### config.mk
export PLATFORM = sky130hd
export DESIGN_NAME = websocket_frame_parse_unmask
export DESIGN_NICKNAME = d
export VERILOG_FILES = /design/src/design/wfpu_pkg.sv /design/src/design/websocket_frame_parse_unmask.sv /design/src/design/wfpu_parse.sv /design/src/design/wfpu_skid.sv
export SDC_FILE = /design/constraint.sdc
export NUM_CORES = 1
export LEC_CHECK = 0
export BUFFER_PORTS_ARGS = -buffer_cell sky130_fd_sc_hd__buf_2
export CAP_MARGIN = 20
export CORE_UTILIZATION = 35
export CTS_CLUSTER_SIZE = 14
export DETAILED_ROUTE_END_ITERATION = 16
export SLEW_MARGIN = 20
export SYNTH_ARGS = -nofsm -noshare
export SYNTH_HDL_FRONTEND = slang
export SYNTH_SLANG_ARGS = --single-unit
### constraint.sdc
create_clock -name i_clk -period 27 [get_ports i_clk]
set_input_delay 8.1 -clock i_clk [delete_from_list [all_inputs] [get_ports i_clk]]
set_output_delay 8.1 -clock i_clk [all_outputs]
set_load 0.02 [all_outputs]
### src/design/wfpu_pkg.sv
`timescale 1ns / 1ps

package wfpu_pkg;

    // Default width of the decoded payload length and of the byte offset.
    localparam int LENGTH_WIDTH_DEF = 63;

    // Fixed result fields ahead of the two length-sized fields:
    // payload byte, FIN, opcode and mask flag.
    localparam int HDR_FIELDS_W = 14;

    // Seven-bit length codes that announce an extended length.
    localparam logic [6:0] LEN_CODE_EXT16 = 7'd126;
    localparam logic [6:0] LEN_CODE_EXT64 = 7'd127;

    // Number of extended length bytes for each of those codes.
    localparam logic [3:0] EXT_BYTES_16 = 4'd2;
    localparam logic [3:0] EXT_BYTES_64 = 4'd8;

endpackage

### src/design/websocket_frame_parse_unmask.sv
`timescale 1ns / 1ps

// WebSocket frame decoder with unmasking. Raw frame bytes enter on the slave
// stream at up to one byte per cycle. Header, extended length and masking key
// bytes are consumed without output; each payload byte is unmasked,
// registered and sent on the master stream, tagged with the frame's FIN
// bit, opcode, mask flag, length and its offset in the payload. A frame
// with a zero-length payload yields one result with tuser set and tlast set.
// The parser logic is combinational ahead of a single result register,
// and a one-entry skid stage keeps the input open for one more request
// while a result waits on the master side.

module websocket_frame_parse_unmask #(
    parameter int LENGTH_WIDTH = wfpu_pkg::LENGTH_WIDTH_DEF
) (
    input  logic i_clk,
    input  logic i_rst_n,

    input  logic       s_axis_tvalid,
    output logic       s_axis_tready,
    // data_byte[7:0]
    input  logic [7:0] s_axis_tdata,

    output logic m_axis_tvalid,
    input  logic m_axis_tready,
    // From the lowest bit: payload_byte, fin_flag, frame_opcode, was_masked,
    // frame_length, byte_offset, zero fill to a whole byte.
    output logic [((wfpu_pkg::HDR_FIELDS_W + 2 * LENGTH_WIDTH + 7) / 8) * 8 - 1:0]
                 m_axis_tdata,
    // last_byte
    output logic m_axis_tlast,
    // empty_frame
    output logic m_axis_tuser
);

    localparam int FIELDS_W = wfpu_pkg::HDR_FIELDS_W + 2 * LENGTH_WIDTH;
    localparam int TDATA_W  = ((FIELDS_W + 7) / 8) * 8;
    localparam int RES_W    = FIELDS_W + 2;

    logic             w_accept;
    logic             w_res_valid;
    logic [RES_W-1:0] w_res;
    logic [RES_W-1:0] w_out;

    assign w_accept = s_axis_tvalid && s_axis_tready;

    wfpu_parse #(
        .LENGTH_WIDTH (LENGTH_WIDTH),
        .RES_W        (RES_W)
    ) u_parse (
        .i_clk       (i_clk),
        .i_rst_n     (i_rst_n),
        .i_valid     (w_accept),
        .i_byte      (s_axis_tdata),
        .o_res_valid (w_res_valid),
        .o_res       (w_res)
    );

    wfpu_skid #(
        .WIDTH (RES_W)
    ) u_skid (
        .i_clk   (i_clk),
        .i_rst_n (i_rst_n),
        .i_valid (w_res_valid),
        .i_data  (w_res),
        .o_ready (s_axis_tready),
        .o_valid (m_axis_tvalid),
        .o_data  (w_out),
        .i_ready (m_axis_tready)
    );

    assign m_axis_tdata = TDATA_W'(w_out[FIELDS_W-1:0]);
    assign m_axis_tlast = w_out[FIELDS_W];
    assign m_axis_tuser = w_out[FIELDS_W+1];

endmodule

### src/design/wfpu_parse.sv
`timescale 1ns / 1ps

module wfpu_parse #(
    parameter int LENGTH_WIDTH = wfpu_pkg::LENGTH_WIDTH_DEF,
    parameter int RES_W        = wfpu_pkg::HDR_FIELDS_W + 2 * LENGTH_WIDTH + 2
) (
    input  logic             i_clk,
    input  logic             i_rst_n,
    input  logic             i_valid,
    input  logic [7:0]       i_byte,
    output logic             o_res_valid,
    // From the lowest bit: payload_byte, fin_flag, frame_opcode, was_masked,
    // frame_length, byte_offset, last_byte, empty_frame.
    output logic [RES_W-1:0] o_res
);

    typedef enum logic [2:0] {
        PH_HDR1,
        PH_HDR2,
        PH_EXT,
        PH_KEY,
        PH_DATA
    } t_phase;

    t_phase                  r_phase, n_phase;
    logic                    r_fin, n_fin;
    logic [3:0]              r_opcode, n_opcode;
    logic                    r_mask, n_mask;
    logic [LENGTH_WIDTH-1:0] r_len, n_len;
    logic [3:0]              r_ext, n_ext;
    logic [7:0]              r_key [4];
    logic [1:0]              r_key_idx, n_key_idx;
    logic [LENGTH_WIDTH-1:0] r_count, n_count;

    logic                    w_key_wr;
    logic [LENGTH_WIDTH-1:0] w_count_inc;
    logic [7:0]              w_key_byte;
    logic                    w_res;
    logic [7:0]              w_payload;
    logic [LENGTH_WIDTH-1:0] w_offset;
    logic                    w_last;
    logic                    w_empty;

    assign w_count_inc = r_count + LENGTH_WIDTH'(1);
    assign w_key_byte  = r_mask ? r_key[r_count[1:0]] : 8'h00;

    always_comb begin
        n_phase   = r_phase;
        n_fin     = r_fin;
        n_opcode  = r_opcode;
        n_mask    = r_mask;
        n_len     = r_len;
        n_ext     = r_ext;
        n_key_idx = r_key_idx;
        n_count   = r_count;
        w_key_wr  = 1'b0;
        w_res     = 1'b0;
        w_payload = 8'h00;
        w_offset  = '0;
        w_last    = 1'b0;
        w_empty   = 1'b0;

        // A header is complete once the length and, if present, the key
        // are in. A zero length then yields the single empty result.
        case (r_phase)
            PH_HDR1: begin
                n_fin    = i_byte[7];
                n_opcode = i_byte[3:0];
                n_phase  = PH_HDR2;
            end
            PH_HDR2: begin
                n_mask = i_byte[7];
                if (i_byte[6:0] == wfpu_pkg::LEN_CODE_EXT16) begin
                    n_len   = '0;
                    n_ext   = wfpu_pkg::EXT_BYTES_16;
                    n_phase = PH_EXT;
                end else if (i_byte[6:0] == wfpu_pkg::LEN_CODE_EXT64) begin
                    n_len   = '0;
                    n_ext   = wfpu_pkg::EXT_BYTES_64;
                    n_phase = PH_EXT;
                end else begin
                    n_len = LENGTH_WIDTH'(i_byte[6:0]);
                    if (i_byte[7]) begin
                        n_key_idx = 2'd0;
                        n_phase   = PH_KEY;
                    end else if (i_byte[6:0] == 7'd0) begin
                        w_res   = 1'b1;
                        w_last  = 1'b1;
                        w_empty = 1'b1;
                        n_phase = PH_HDR1;
                    end else begin
                        n_count = '0;
                        n_phase = PH_DATA;
                    end
                end
            end
            PH_EXT: begin
                n_len = {r_len[LENGTH_WIDTH-9:0], i_byte};
                n_ext = r_ext - 4'((r_ext != 4'd0) ? 1 : 0);
                if (n_ext == 4'd0) begin
                    if (r_mask) begin
                        n_key_idx = 2'd0;
                        n_phase   = PH_KEY;
                    end else if (n_len == '0) begin
                        w_res   = 1'b1;
                        w_last  = 1'b1;
                        w_empty = 1'b1;
                        n_phase = PH_HDR1;
                    end else begin
                        n_count = '0;
                        n_phase = PH_DATA;
                    end
                end
            end
            PH_KEY: begin
                w_key_wr  = 1'b1;
                n_key_idx = r_key_idx + 2'd1;
                if (r_key_idx == 2'd3) begin
                    if (r_len == '0) begin
                        w_res   = 1'b1;
                        w_last  = 1'b1;
                        w_empty = 1'b1;
                        n_phase = PH_HDR1;
                    end else begin
                        n_count = '0;
                        n_phase = PH_DATA;
                    end
                end
            end
            PH_DATA: begin
                w_res     = 1'b1;
                w_payload = i_byte ^ w_key_byte;
                w_offset  = r_count;
                w_last    = (w_count_inc == r_len);
                n_count   = w_count_inc;
                if (w_last) begin
                    n_phase = PH_HDR1;
                end
            end
            default: begin
                n_phase = PH_HDR1;
            end
        endcase
    end

    assign o_res_valid = i_valid && w_res;
    assign o_res = {w_empty, w_last, w_offset, n_len, n_mask, n_opcode, n_fin, w_payload};

    always_ff @(posedge i_clk) begin
        if (!i_rst_n) begin
            r_phase   <= PH_HDR1;
            r_fin     <= 1'b0;
            r_opcode  <= 4'd0;
            r_mask    <= 1'b0;
            r_len     <= '0;
            r_ext     <= 4'd0;
            r_key     <= '{default: 8'h00};
            r_key_idx <= 2'd0;
            r_count   <= '0;
        end else if (i_valid) begin
            r_phase   <= n_phase;
            r_fin     <= n_fin;
            r_opcode  <= n_opcode;
            r_mask    <= n_mask;
            r_len     <= n_len;
            r_ext     <= n_ext;
            r_key_idx <= n_key_idx;
            r_count   <= n_count;
            if (w_key_wr) begin
                r_key[r_key_idx] <= i_byte;
            end
        end
    end

endmodule

### src/design/wfpu_skid.sv
`timescale 1ns / 1ps

module wfpu_skid #(
    parameter int WIDTH = 8
) (
    input  logic             i_clk,
    input  logic             i_rst_n,
    input  logic             i_valid,
    input  logic [WIDTH-1:0] i_data,
    output logic             o_ready,
    output logic             o_valid,
    output logic [WIDTH-1:0] o_data,
    input  logic             i_ready
);

    logic             r_out_valid;
    logic [WIDTH-1:0] r_out;
    logic             r_skid_valid;
    logic [WIDTH-1:0] r_skid;
    logic             w_push;

    // The upstream side only stalls once the skid entry is occupied.
    assign o_ready = !r_skid_valid;
    assign w_push  = i_valid && !r_skid_valid;
    assign o_valid = r_out_valid;
    assign o_data  = r_out;

    always_ff @(posedge i_clk) begin
        if (!i_rst_n) begin
            r_out_valid  <= 1'b0;
            r_skid_valid <= 1'b0;
        end else if (!r_out_valid || i_ready) begin
            if (r_skid_valid) begin
                r_out_valid  <= 1'b1;
                r_out        <= r_skid;
                r_skid_valid <= 1'b0;
            end else begin
                r_out_valid <= w_push;
                r_out       <= i_data;
            end
        end else if (w_push) begin
            r_skid_valid <= 1'b1;
            r_skid       <= i_data;
        end
    end

endmodule

Word-level counts from Yosys, hierarchy flattened
Cells that the tools add are included.

Word-level logic and storage cells: 133. Output and inout port bits: 148. Bits in registers: 459.

Mux-type cells: 61. Equal/unequal tests: 21. Add/subtract/negate cells: 3. $lt $le $gt $ge: 3. Bitwise gates (word level): 5. Reductions and logical operators: 24.

Operator list (count): $mux 63 (11); $pmux 63 s4 (1); $mux 142 (1); $logic_not 63->1 (2); $pmux 63 s2 (1); $add 63x1->63 const B (1); $eq 63x63->1 (1); $mux 8 (5); $bwmux 32 (1); $mux 3 (10); $bmux 8 s2 (1); $demux 8 s2 (1); $ne 2x2->1 const B (8); $pmux 3 s5 (1); $eq 7x7->1 const B (2); $mux 1 (14); $mux 4 (3); $reduce_and 11->1 (1); $mux 2 (5); $ne 2x1->1 const B (4); $pmux 1 s4 (2); $pmux 4 s2 (1); $reduce_bool 4->1 (2); $xor 8x8->8 (1); 27 further kinds (37).

Longest topological paths before layout
Depth after elaboration: 9. Mapped depth: 13. Gate-level depth less buffers: 11.

Hierarchy
A second synthesis with hierarchy kept.

Cell total of the unflattened synthesis: 2020. Area total of the unflattened synthesis: 22625.4 um^2.

Modules (own cells, without submodules): wfpu_parse (sequential area each 3463.3 um^2, instances 1, area each 12066.6 um^2, cells an instance 1562); wfpu_skid (sequential area each 8568.2 um^2, instances 1, area each 10518.8 um^2, cells an instance 452); websocket_frame_parse_unmask (sequential area each 0.0 um^2, instances 1, area each 40.0 um^2, cells an instance 6).

Worst setup path before layout
Ideal clock, no wire load.

Path kind: input to register. Start point: input s_axis_tdata[6]. End point: register u_skid.r_skid[0], enable pin. Buffers on the path: 1. Data arrival time: 19289 ps. Stages: 7. Library setup time: 853 ps. Path slack: 6859 ps. Data required time: 26147 ps. Path through: clkbuf_1 and4_1 nand3_1 nor2b_1 a31oi_1 o32a_2 a211oi_1.

Longest elaborated chain between the ends: 9. Elaborated cells between the ends (all ways): 15. Those cells by class: eq/ne: 2; mux: 8; reduce/logical: 5.

RTL lines: start: declaration (RTL line websocket_frame_parse_unmask.sv:22) `input logic [7:0] s_axis_tdata,`; branches (longest 5 deep; another with $logic_not 63->1); $pmux 1 s4 (*) (RTL line wfpu_parse.sv:65) `case (r_phase)`; $logic_and 1x1->1 (*) (RTL line wfpu_parse.sv:146) `assign o_res_valid = i_valid && w_res;`; $logic_and 1x1->1 (*) (RTL line wfpu_skid.sv:24) `assign w_push = i_valid && !r_skid_valid;`; $reduce_and 3->1 (no line) (*); end signal: assignment (RTL line wfpu_skid.sv:43) `r_skid <= i_data;`; end: declaration (RTL line wfpu_skid.sv:19) `logic [WIDTH-1:0] r_skid;`.

Every way passes the cells marked *. A chain may end at the register's enable or synchronous reset.

Worst setup path in the final report
Start point: input i_rst_n. End point: register u_skid.r_skid[101], enable pin.

Longest elaborated chain between the ends: 1.

RTL lines: start: declaration (RTL line websocket_frame_parse_unmask.sv:17) `input logic i_rst_n,`; $reduce_and 3->1 (no line).

Every way passes these cells.

==> results.cfg <==
[outcome]
status = finished, final reports clean

[pwr]
p_per_area_nw_per_um2 = 63.62
p_leak_nw = 9.559
internal_power_w = 0.001215
comb_power_share = 0.088
pwr-share-clk = 0.426
peakVddDrop_mv = 0.04438
netSwitchingPower_w = 0.0004094
pwr-share-seq = 0.486
swShare = 0.2520

[global_route]
grt_pass1_wl_um = 102800
grt_max_degree = 92
antenna_found_initial = 1
grt_pass1_vias = 16060
grtUsageTotal = 0.2018
grt_remaining_overflow = 0

[drt]
drc = 0
drtIter0Drc = 1398
wire_per_inst_um = 22.45
viasPerCell = 5.524
postRouteAntennaNets = 0
finalWirelength_um = 68060
vias = 16750
drt_pass1_iterations = 5

[sta]
slew_violations = 0
hold_viol = 0
fin_crit_sh = 0.4156
slew_headroom = 0.2108
setup_violations = 0
fin_tns_setup_ns = 0
tightest_slew_ns = 1.183
rsz0062_at_grt = no
finalClockSkew_ns = 0.04641
min_period_ns = 11.22
fmax_mhz = 89.12

[placement]
dp_hpwl_um = 46860
port_buffers = 155
place_congestion = 0.9585

[layout]
ff_latch_area_um2 = 12030
drive_gt1_frac = 0.2023
nets = 2162
layout_common_cells = edfxtp_1, nor2_1, dfxtp_1, buf_2, mux2_2
multi_input_area_um2 = 9754
final_util = 0.4027
final_common_cell = edfxtp_1
area_growth_pct = 12.94
fillers = 6044

[hold_path]
whs_path_depth = 2
hold_class = register to register

[cts]
cts_buffers = 50
post_cts_buffers = 0
ctsHoldBuffers = 0
clockRootBuffer = clkbuf_16
clock_latency_ns = 0.63
ctsResizeCount = 0
cts_tree = done
clkSinkCount = 459
cts_max_level = 2
clkTransAtPathRegs_ns = 0.06
cts_buffer_depth = 3

[yosys]
ys_warn_count = 0
ys_types = 89
synth_edf_count = 284
synth_flop_cell = edfxtp_1
netlist_area_um2 = 22610
seq_area_frac_synth = 0.5320
synth_area_per_cell_um2 = 10.84
synth_top_area_frac = 0.3771
ys_top_cells_by_area = edfxtp_1, dfxtp_1, mux2_2
syn-instance-count = 2087
yosysTopAreaCell = edfxtp_1
ys_ff_latch = 459
synthArstFlopShare = 0

[setup_path]
crit_path_max_fanout = 91
arrival_ns = 11.43
r2r.worst_path.cells = 11
worstSetupPathType = input pin to register
start_kind = input pin
worst_ep_required_time_ns = 27.21
worst_setup_path_end_kind = register

[floorplanning]
coreArea_um2 = 63430
rows = 92
die_area_um2 = 65630
die_x_um = 256.2
die-height_um = 256.2
initial_core_util = 0.3565
pin_count = 160

[job]
timing.max_cap.violations = 0
cells in the mapped netlist (all sizes together), types with 4 or more instances:
master	n
a21boi	70
a21o	11
a21oi	44
a22o	61
a31oi	12
and2	29
and3	74
and4	24
buf	58
clkbuf	122
dfxtp	175
edfxtp	284
ha	7
inv	16
mux2	132
mux4	8
nand2	127
nand2b	5
nand3	75
nand3b	13
nand4	50
nand4b	7
nor2	232
nor2b	23
nor3	30
nor3b	74
nor4	48
o21a	8
o21ai	65
o31ai	22
o41ai	4
or3	16
or4	15
xnor2	66
xor2	33
cell type report:
type                    instances  area share
flip-flops and latches        459      0.4711
multi-input cells            1434      0.3819
clock buffers                  63     0.05208
well taps                     846     0.04145
repair buffers                181     0.03811
clock inverters                31     0.01259
inverters                      17    0.002597
diodes                          1  0.00009798
registers in the layout (all words and copies together) (netlist names):
register / cells
u_parse.r_fin: 1
u_parse.r_count: 63
u_parse.r_opcode: 4
u_parse.r_len: 63
u_skid.r_skid: 142
u_skid.r_skid_valid: 1
u_parse.r_phase: 3
u_skid.o_data: 142
u_parse.r_mask: 1
u_parse.r_key: 32
u_parse.r_ext: 4
u_skid.o_valid: 1
u_parse.r_key_idx: 2
critical path, stage by stage:
cell,delay [ns]
buf_4,0.65
buf_4,0.74
nand3b_1,0.29
a211oi_4,0.24
buf_4,0.45
buf_4,0.76
cell families (layout without fill, tap and decap cells):
family	count (synthesis)	after routing	synth area share
and+or+nand+nor	851	851	0.2088
AOI/OAI and AO/OA	331	331	0.1025
buffers and inverters	197	292	0.03917
muxes	141	141	0.07414
adders and majority gates	7	7	0.003873
DFF	459	459	0.5320
xor gates and xnor gates	100	100	0.03934
other	1	5	0.0001658
metal layers:
layer / global-route usage / routed length, µm / up-vias
li1: - / - / 7814
met1: 0.2773 / 30680 / 8326
met2: 0.3258 / 32130 / 499
met3: 0.02471 / 2976 / 109
met4: 0.07335 / 2274 / 0
met5: 0 / 0 / -
worst paths after layout:
check / slack [ns] / end / start
max: 15.78 / u_skid.r_skid[101]$_DFFE_PP_ / i_rst_n
min reg2reg: 0.47 / u_parse.r_key[0]$_SDFFE_PN0P_ / u_parse.r_key[0]$_SDFFE_PN0P_
min: 0.47 / u_parse.r_key[0]$_SDFFE_PN0P_ / u_parse.r_key[0]$_SDFFE_PN0P_
max reg2reg: 21.97 / u_skid.o_data[140]$_DFFE_PP_ / u_parse.r_count[1]$_SDFFE_PN0P_
power by group through the flow:
stage | clock network [W] | logic [W] | registers (W)
6_report | 0.000692 | 0.000144 | 0.000789
5_1_grt | 0.000733 | 0.000155 | 0.000791
4_1_cts | 0.000707 | 0.000145 | 0.000789
3_5_place_dp | 0 | 0.000144 | 0.000804
3_3_place_gp | 0 | 0.000142 | 0.000804
2_1_floorplan | 0 | 0.0000846 | 0.000811
per-stage QoR:
stage                     instances  hold slack (ns)  power [W]  setup slack [ns]  cell area (µm²)
after detailed placement       2937           0.4605  0.0009476             15.10            23890
final                          3032           0.4675   0.001625             15.78            25540
after global placement         2937           0.4491  0.0009456             15.25            23890
after floorplan                2090           0.4402  0.0008957             6.859            22630
after global routing           3031           0.4871   0.001679             15.54            25540
after CTS                      3031           0.4689   0.001640             15.74            25540
(Power assumes the default switching activity.)
